===== src/hw/rtl/gsrsd_pkg.sv =====
// ----------------------------------------------------------------------------
// gsrsd_pkg: shared types and constants of the slope detector
// Frame geometry, controller states, command and status bundles.
// ----------------------------------------------------------------------------
package gsrsd_pkg;

    localparam int FRAME_DEPTH = 1024;
    localparam int AW          = $clog2(FRAME_DEPTH);
    localparam int CW          = AW + 1;
    localparam int MAX_EVENTS  = 64;
    localparam int EVW         = $clog2(MAX_EVENTS + 2);
    localparam int AREA_W      = 26;
    localparam int SW          = 16;
    localparam int VW          = 32;
    localparam int LW          = 10;

    localparam logic [1:0] REG_NSTD = 2'd0;
    localparam logic [1:0] REG_MAX  = 2'd1;
    localparam logic [1:0] REG_MIN  = 2'd2;

    typedef enum logic [3:0] {
        S_LOAD, S_INIT, S_CHK, S_CLS_MUL, S_CLS_CMP, S_WL, S_WL_CMP,
        S_WR, S_WR_CMP, S_LEN, S_AR, S_AR_ACC, S_EMIT, S_FIN
    } t_state;

    typedef enum logic [1:0] {A_I, A_DN, A_UP, A_J} t_addr_sel;

    typedef struct packed {
        logic      wr_en;
        logic      init;
        t_addr_sel addr_sel;
        logic      cls_reg;
        logic      i_inc;
        logic      walk_start;
        logic      wl_step;
        logic      wl_done;
        logic      wr_step;
        logic      wr_done;
        logic      area_start;
        logic      area_acc;
        logic      ev_commit;
        logic      resume_set;
        logic      resume_clr;
        logic      fin_push;
    } t_cmd;

    typedef struct packed {
        logic i_ge_to;
        logic resume;
        logic cls_hit;
        logic cls_same;
        logic wl_at_lim;
        logic wl_go;
        logic wr_at_lim;
        logic wr_go;
        logic len_ok;
        logic j_done;
        logic pend_v;
        logic ev_lt_max;
        logic out_free;
    } t_status;

    typedef struct packed {
        logic              valid;
        logic              dir;
        logic [LW-1:0]     start_i;
        logic [LW-1:0]     end_i;
        logic [SW-1:0]     amp;
        logic [AREA_W-1:0] area;
        logic              ovf;
        logic              last;
    } t_result;

endpackage


===== src/hw/rtl/gsrsd_ctrl.sv =====
// ----------------------------------------------------------------------------
// gsrsd_ctrl: scan sequencer
// Loads the frame, then steps classify, side walks, area sweep and emit.
// ----------------------------------------------------------------------------
module gsrsd_ctrl (
    input  logic              i_clk,
    input  logic              i_rst_n,
    input  logic              i_in_valid,
    input  logic              i_in_last,
    input  gsrsd_pkg::t_status i_sts,
    output logic              o_in_ready,
    output gsrsd_pkg::t_cmd   o_cmd
);
    import gsrsd_pkg::*;

    t_state r_state, n_state;

    always_ff @(posedge i_clk) begin
        if (!i_rst_n) begin
            r_state <= S_LOAD;
        end else begin
            r_state <= n_state;
        end
    end

    always_comb begin
        n_state = r_state;
        case (r_state)
            S_LOAD:    if (i_in_valid && i_in_last) n_state = S_INIT;
            S_INIT:    n_state = S_CHK;
            S_CHK:     n_state = i_sts.i_ge_to ? S_FIN : S_CLS_MUL;
            S_CLS_MUL: n_state = S_CLS_CMP;
            S_CLS_CMP: begin
                if (!i_sts.resume && i_sts.cls_hit) n_state = S_WL;
                else                                n_state = S_CHK;
            end
            S_WL:      n_state = i_sts.wl_at_lim ? S_WR : S_WL_CMP;
            S_WL_CMP:  n_state = i_sts.wl_go ? S_WL : S_WR;
            S_WR:      n_state = i_sts.wr_at_lim ? S_LEN : S_WR_CMP;
            S_WR_CMP:  n_state = i_sts.wr_go ? S_WR : S_LEN;
            S_LEN:     n_state = i_sts.len_ok ? S_AR : S_CHK;
            S_AR:      n_state = i_sts.j_done ? S_EMIT : S_AR_ACC;
            S_AR_ACC:  n_state = S_AR;
            S_EMIT: begin
                if (!(i_sts.ev_lt_max && i_sts.pend_v && !i_sts.out_free)) n_state = S_CHK;
            end
            S_FIN:     if (i_sts.out_free) n_state = S_LOAD;
            default:   n_state = S_LOAD;
        endcase
    end

    always_comb begin
        o_cmd      = '0;
        o_in_ready = 1'b0;
        case (r_state)
            S_LOAD: begin
                o_in_ready   = 1'b1;
                o_cmd.wr_en  = i_in_valid;
            end
            S_INIT:    o_cmd.init = 1'b1;
            S_CHK:     o_cmd.addr_sel = A_I;
            S_CLS_MUL: o_cmd.cls_reg = 1'b1;
            S_CLS_CMP: begin
                if (i_sts.resume) begin
                    o_cmd.i_inc      = 1'b1;
                    o_cmd.resume_clr = !i_sts.cls_same;
                end else if (i_sts.cls_hit) begin
                    o_cmd.walk_start = 1'b1;
                end else begin
                    o_cmd.i_inc = 1'b1;
                end
            end
            S_WL: begin
                o_cmd.addr_sel = A_DN;
                o_cmd.wl_done  = i_sts.wl_at_lim;
            end
            S_WL_CMP: begin
                o_cmd.wl_step = i_sts.wl_go;
                o_cmd.wl_done = !i_sts.wl_go;
            end
            S_WR: begin
                o_cmd.addr_sel = A_UP;
                o_cmd.wr_done  = i_sts.wr_at_lim;
            end
            S_WR_CMP: begin
                o_cmd.wr_step = i_sts.wr_go;
                o_cmd.wr_done = !i_sts.wr_go;
            end
            S_LEN: begin
                o_cmd.area_start = i_sts.len_ok;
                o_cmd.resume_set = !i_sts.len_ok;
            end
            S_AR:      o_cmd.addr_sel = A_J;
            S_AR_ACC:  o_cmd.area_acc = 1'b1;
            S_EMIT: begin
                if (!(i_sts.ev_lt_max && i_sts.pend_v && !i_sts.out_free)) begin
                    o_cmd.ev_commit  = 1'b1;
                    o_cmd.resume_set = 1'b1;
                end
            end
            S_FIN:     o_cmd.fin_push = i_sts.out_free;
            default:   o_cmd = '0;
        endcase
    end

endmodule


===== config.mk =====
export PLATFORM = sky130hd
export DESIGN_NAME = gsrsd_ctrl
export DESIGN_NICKNAME = d
export VERILOG_FILES = /design/src/hw/rtl/gsrsd_pkg.sv /design/src/hw/rtl/gsrsd_ctrl.sv
export SDC_FILE = /design/constraint.sdc
export NUM_CORES = 1
export LEC_CHECK = 0
export BUFFER_PORTS_ARGS = -buffer_cell sky130_fd_sc_hd__buf_2
export CAP_MARGIN = 20
export CORE_MARGIN = 8
export CORE_UTILIZATION = 35
export DETAILED_ROUTE_END_ITERATION = 7
export PLACE_DENSITY = 0.66
export REMOVE_ABC_BUFFERS = 1
export SLEW_MARGIN = 20
export SYNTH_ARGS = -nofsm -noshare
export SYNTH_HDL_FRONTEND = slang
export SYNTH_SLANG_ARGS = --single-unit

===== constraint.sdc =====
create_clock -name i_clk -period 3.1 [get_ports i_clk]
set_input_delay 0.155 -clock i_clk [delete_from_list [all_inputs] [get_ports i_clk]]
set_output_delay 0.155 -clock i_clk [all_outputs]
set_load 0.02 [all_outputs]

Word level (Yosys, flattened, before mapping)

Index checks and enable logic that the tools add are counted.

Reductions and logical operators: 12
Equality and inequality tests: 16
Muxes and demuxes: 34

Operators with widths:

| operator                                                        | count |
|---|---|
| 4-bit one-hot mux with 14 select lines                          | 1 |
| 4-bit == test, second input constant                            | 6 |
| 4-bit 2-to-1 mux                                                | 6 |
| 1-bit 2-to-1 mux                                                | 18 |
| 4-bit by 3-bit == test with 1-bit output, second input constant | 4 |
| 4-bit by 2-bit == test with 1-bit output, second input constant | 2 |
| 1-bit zero test                                                 | 6 |
| 2-bit 2-to-1 mux                                                | 3 |
| 3-bit 2-to-1 mux                                                | 2 |
| 2-bit != test, second input constant                            | 3 |
| 1-bit one-hot mux with 2 select lines                           | 3 |
| 2-bit one-hot mux with 3 select lines                           | 1 |
| 4-bit by 1-bit == test with 1-bit output, second input constant | 1 |
| 1-bit logical AND                                               | 4 |
| 4-bit zero test                                                 | 1 |
| 3-bit AND reduction                                             | 1 |

Bits in registers: 4
Output and inout bits: 18

Depth between registers and ports, before layout

Gate-level depths: netlist of the first run.

Word-level depth: 4
Mapped depth: 6

Least setup slack after synthesis of the first run

Ideal clock, no wire load.

Path type: register to output
Start: register r_state[3]
End: output o_cmd[1] (netlist bit)
Data arrival time: 1328 ps
Path buffers: 1
Path slack: 1617 ps
Cell stages (with the launch flop): 5
Data required time: 2945 ps
Cell sequence: dfxtp_1 buf_6 nor2_1 nand2_1 nor3b_1

RTL lines:

| what                   | line             | RTL |
|---|---|---|
| start, declared        | gsrsd_ctrl.sv:16 | `t_state r_state, n_state;` |
| start signal, assigned | gsrsd_ctrl.sv:22 | `r_state <= n_state;` |
| end, declared          | gsrsd_ctrl.sv:12 | `output gsrsd_pkg::t_cmd o_cmd` |

==> results.txt, run 1 <==
Post-CTS Resized - 0
Number of vias per cell - 5.19
IO Count - 35
Hold Crit Class - in2reg
Worst-path fanout max - 25
Seq. cell area - 80.1 um2
Highest metal layer with signal wires - met3
Yosys top cell area share - 12.0%
WP data required - 2.94 ns
Drt drc - 0
Tmin final - 2.01 ns
Worst r2r src - r_state[1]$_SDFFE_PN0P_
Routability cong. - 0.860
Slowest-stage cell, CP - dfxtp_1
Synthesized instance count - 95
Top flop regs - r_state x4
Antenna diodes - 0
Initial DRC count - 19
DRT Pass-1 Iters - 4
Register with the most flip-flops - r_state
Die X - 59.7 um
Nature of the critical path endpoint - output port
M1 WL - 940 um
CP startpoint kind - register
# Post-CTS Setup Buffers - 0
Period Utilization, post-route - 64.7%
Bufs on Longest Clock Path - 2
Crit path DAT - 1.85 ns
Largest net degree at the start of global routing - 26
Routed met3 length - 172 um
Setup crit end - o_cmd[8]
I/O Buffers - 34
RSZ-0062 raised after global routing - false
Multi-input combinational cell area - 519 um2
Worst setup startpoint - r_state[1]$_SDFFE_PN0P_
Setup TNS - 0 ns
Mean routed wirelength per cell - 13.4 um
Mapped cell area - 667 um2
Post-synth EDFFs - 0
Vias in the first global route - 746
Status - finished, final reports clean
Final hold viol count - 0
Unique cell type count in the Yosys netlist - 36
Syn Area/Cell - 7.02 um2
Final setup skew - 0.000396 ns
Crit-path max cell delay - 0.80 ns
Placed cell area - 808 um2
Clk_lat worst skew - 0.23 ns
Fmax - 499 MHz
Fin Hold WS - 0.164 ns
Fin area - 831 um2
Overflow left after global routing - 0
Post-synth ARST share - 0%
H-Tree Depth - 1
Most frequent CP cell - nor2b_1
Primary FF master, synth - dfxtp_1
Initial antenna violation count - 0
P&R area growth vs syn - 24.6%
VDD IR max - 0.234 mV
Slew @ Worst Pin - 0.757 ns
RR Endpoint - r_state[0]$_SDFFE_PN0P_
Filler cells - 201
Global-route wire length before repair - 3350 um
Clock tree sinks - 4
Die ar. - 3560 um2
CTS tree - built
Slew HR - 49.5%
Leakage - 0.000375 uW
Most common cell after layout, fill and taps aside - buf_2
# rows - 15
Nets@finish - 144
Total CTS buffers - 3
#FFs+latches synth - 4
Pwr dens - 307 nW/um2
Starting Density - 37.8%
Max reg flops - 4
Metal2 WL - 898 um
Root Driver - clkbuf_4
Core area - 1760 um2
Synth top area cells - dfxtp_1, nor2_1, a41oi_2
Routed Antenna Nets - 0
Crit-path cells - nor2b_1 > nor2b_1 > a21oi_1 > nor2b_1 > buf_2
DPL Wire Length - 1580 um
R2R depth - 4
Crit Path Category - reg2out
GRT Overall Usage - 11.6%
Total Wirelength - 2010 um
Yosys warns - 0
Setup violators final - 0
Max-cap violations - 0
DR vias - 779
Die Ht - 59.7 um
Share of layout cells above drive strength 1 - 35.2%
Most used cells in the layout excluding fill and tap cells - buf_2, nor2_1, nand2_1, nor2b_1, a21oi_1
Hold buffers post-CTS - 0
FF-to-FF setup slack - 1.31 ns
Slew Viols, Final - 0
Clock transition at path regs - 0.04 ns
Post-synth top area cell - dfxtp_1
Seq/Total Area, Yosys - 12.0%
[worst max-delay path, delay by kind of cell, from the launching register on]
family | cells | cell delay [ns]
DFF | 1 | 0.80
buffers and inverters | 1 | 0.17
AOI/OAI and AO/OA | 1 | 0.06
and+or+nand+nor | 3 | 0.59
[layer usage]
metal  vias to the layer above  track usage (%)
met3                         0             5.14
li1                        405                -
met1                       347             14.4
met5                         -                0
met4                         0             1.02
met2                        27             18.3
[layout make-up]
type                            instances  share of cell area [%]
Inverter                                2                   0.904
Clock buffer                            3                    2.71
Tap cell                               25                    3.77
Sequential cell                         4                    9.64
Multi-Input combinational cell         82                    62.5
Timing Repair Buffer                   34                    20.5
[power by group]
part / switching (uW) / internal [uW] / leakage [uW]
clock: 20.7 / 43.3 / 0.0000138
sequential: 25.4 / 56.6 / 0.0000325
combinational: 59.1 / 50.1 / 0.000328
total: 105 / 150 / 0.000375
[cell usage after synthesis, types with 3 or more instances]
cell      number
a21oi_1        5
a41oi_2        3
and2b_1        4
buf_2          3
buf_6          4
dfxtp_1        4
nand2_1       10
nand2b_1       3
nor2_1        14
nor2b_1        7
nor3_1         4
o21ai_0        3
o21ai_1        3
[worst min-delay path by stage]
stage                        from  cells past startpoint                 endpoint
after global routing      i_rst_n                      2  r_state[0]$_SDFFE_PN0P_
final                     i_rst_n                      2  r_state[0]$_SDFFE_PN0P_
after detailed placement  i_rst_n                      2  r_state[0]$_SDFFE_PN0P_
after floorplan           i_rst_n                      1  r_state[0]$_SDFFE_PN0P_
after CTS                 i_rst_n                      2  r_state[0]$_SDFFE_PN0P_
after global placement    i_rst_n                      2  r_state[0]$_SDFFE_PN0P_
[cells by family (layout without fill, tap and decap cells)]
kind of cell / Yosys count / after routing / synth area share (%)
flip-flops: 4 / 4 / 12.0
buffers and inverters: 9 / 39 / 10.1
AO/OA/AOI/OAI: 26 / 26 / 29.5
AND/OR/NAND/NOR: 56 / 56 / 48.4
[stage by stage]
stage | setup WS, ns | instances | power [uW] | utilization [%]
final | 1.09 | 150 | 255 | 47.1
after global routing | 0.959 | 150 | 279 | 47.1
after CTS | 1.10 | 150 | 258 | 47.1
after detailed placement | 1.32 | 147 | 192 | 45.8
after global placement | 1.39 | 147 | 189 | 45.8
after floorplan | 1.51 | 88 | 153 | -
No activity file was read; power rests on OpenSTA's default activity.
==> run 2: changes to the inputs <==
Settings changed: PLACE_DENSITY 0.66 to 0.68.
Clock period 3.1 ns to 1.7 ns, I/O delays scaled along.
==> results.txt, run 2 (synthesis gave the netlist of run 1 again) <==
Top flop regs - r_state x4
Setup violators final - 0
Most common cell after layout, fill and taps aside - buf_2
Worst-path fanout max - 17
DPL Wire Length - 1600 um
Total CTS buffers - 3
CP bufs+invs - 1
Clk_lat worst skew - 0.24 ns
# rows - 15
Root Driver - clkbuf_4
Starting Density - 37.8%
Inst Count DP - 150
Most used cells in the layout excluding fill and tap cells - buf_2, nor2_1, nand2_1, nor2b_1, a21oi_1
Slowest-stage cell, CP - dfxtp_2
Global-route wire length before repair - 3420 um
DRT Pass-1 Iters - 4
Nature of the critical path endpoint - output port
Final total power - 478 uW
Nets@finish - 147
Filler cells - 208
Slew @ Worst Pin - 0.354 ns
VDD IR max - 0.706 mV
Antenna diodes - 0
Final worst slack - 0.135 ns
Period Utilization, post-route - 92.1%
Crit path max-delay family - flip-flops
Die Ht - 59.7 um
DR vias - 800
Initial antenna violation count - 0
Crit-path max cell delay - 0.52 ns
Core area - 1760 um2
Setup TNS - 0 ns
Number of vias per cell - 5.23
Crit path DAT - 1.48 ns
IO Count - 35
# Post-CTS Setup Buffers - 0
Slew HR - 76.0%
Non-Filler Instances - 153
Final Core Density - 48.6%
Crit Path Category - reg2out
Mean routed wirelength per cell - 12.9 um
WP data required - 1.62 ns
Die X - 59.7 um
H-Tree Depth - 1
Largest net degree at the start of global routing - 18
Fmax - 639 MHz
P&R area growth vs syn - 28.5%
Max-cap violations - 0
Drt drc - 0
CTS tree - built
I/O Buffers - 34
Vias in the first global route - 772
Status - finished, final reports clean
RSZ-0062 raised after global routing - false
Tmin final - 1.57 ns
Final hold viol count - 0
Overflow left after global routing - 0
Worst slack at placement - 0.170 ns
GRT Overall Usage - 11.7%
Pwr dens - 557 nW/um2
Initial DRC count - 13
Slew Viols, Final - 0
Bufs on Longest Clock Path - 2
Register with the most flip-flops - r_state
Die ar. - 3560 um2
Total Wirelength - 1970 um
Hold Crit Class - in2reg
CP startpoint kind - register
Routed Antenna Nets - 0
Share of layout cells above drive strength 1 - 39.1%
Leakage - 0.000392 uW
Routability cong. - 0.788
Crit-path cells - nand2b_1 > nor2_1 > a22o_1 > buf_2
Clock transition at path regs - 0.04 ns
Clock tree sinks - 4
Final setup skew - 0.00475 ns
Max reg flops - 4
==> run 2: routing by layer <==
metal	vias up	track usage (%)	part of all wire (%)
li1	409	-	-
met1	359	14.3	44
met2	30	19.8	48
met3	2	4.07	7.1
met4	0	1.02	0.91
met5	-	0	0
==> run 2: stage by stage <==
| stage | area [um2] | hold WS, ns |
|---|---|---|
| final | 857 | 0.0861 |
| after global routing | 857 | 0.0941 |
| after CTS | 856 | 0.0814 |
| after detailed placement | 831 | 0.324 |
| after global placement | 831 | 0.321 |
| after floorplan | 607 | 0.211 |
==> run 2: repair_timing <==
action,CTS,global route
pin swaps,0,0
resized for setup,2,1
hold endpoints to repair,0,0
hold buffers,0,0
endpoints found under the setup margin,2,4
==> run 2: report_power, final <==
part           leakage [uW]  total [uW]  switching [uW]  internal [uW]
clock network     0.0000138         118            39.2           79.0
logic              0.000345         224             126           97.8
registers         0.0000339         136            31.2            105
total              0.000392         478             196            282
==> run 2: final cells by class <==
cell class              count  area (um2)  area share, %
multi-input cells          82         519           60.6
flip-flops and latches      4        83.8           9.78
clock buffers               3        22.5           2.63
well taps                  25        31.3           3.65
repair buffers             37         193           22.5
inverters                   2        7.51          0.876
==> run 2: worst reg2reg max path, delay by kind of cell (launching register included) <==
kind            cells  cell delay, ns
flops               1            0.33
simple gates        1            0.21
buf+inv             1            0.18
compound gates      3            0.60
==> run 2: path summary, 6_finish.rpt <==
path | from | end | slack [ns] | depth (start not counted)
setup reg to reg | r_state[1]$_SDFFE_PN0P_ | r_state[0]$_SDFFE_PN0P_ | 0.29 | 5
hold reg to reg | r_state[2]$_SDFFE_PN0P_ | r_state[2]$_SDFFE_PN0P_ | 0.68 | 2
hold / removal | i_rst_n | r_state[0]$_SDFFE_PN0P_ | 0.09 | 2
setup / recovery | r_state[0]$_SDFFE_PN0P_ | o_cmd[6] | 0.13 | 4
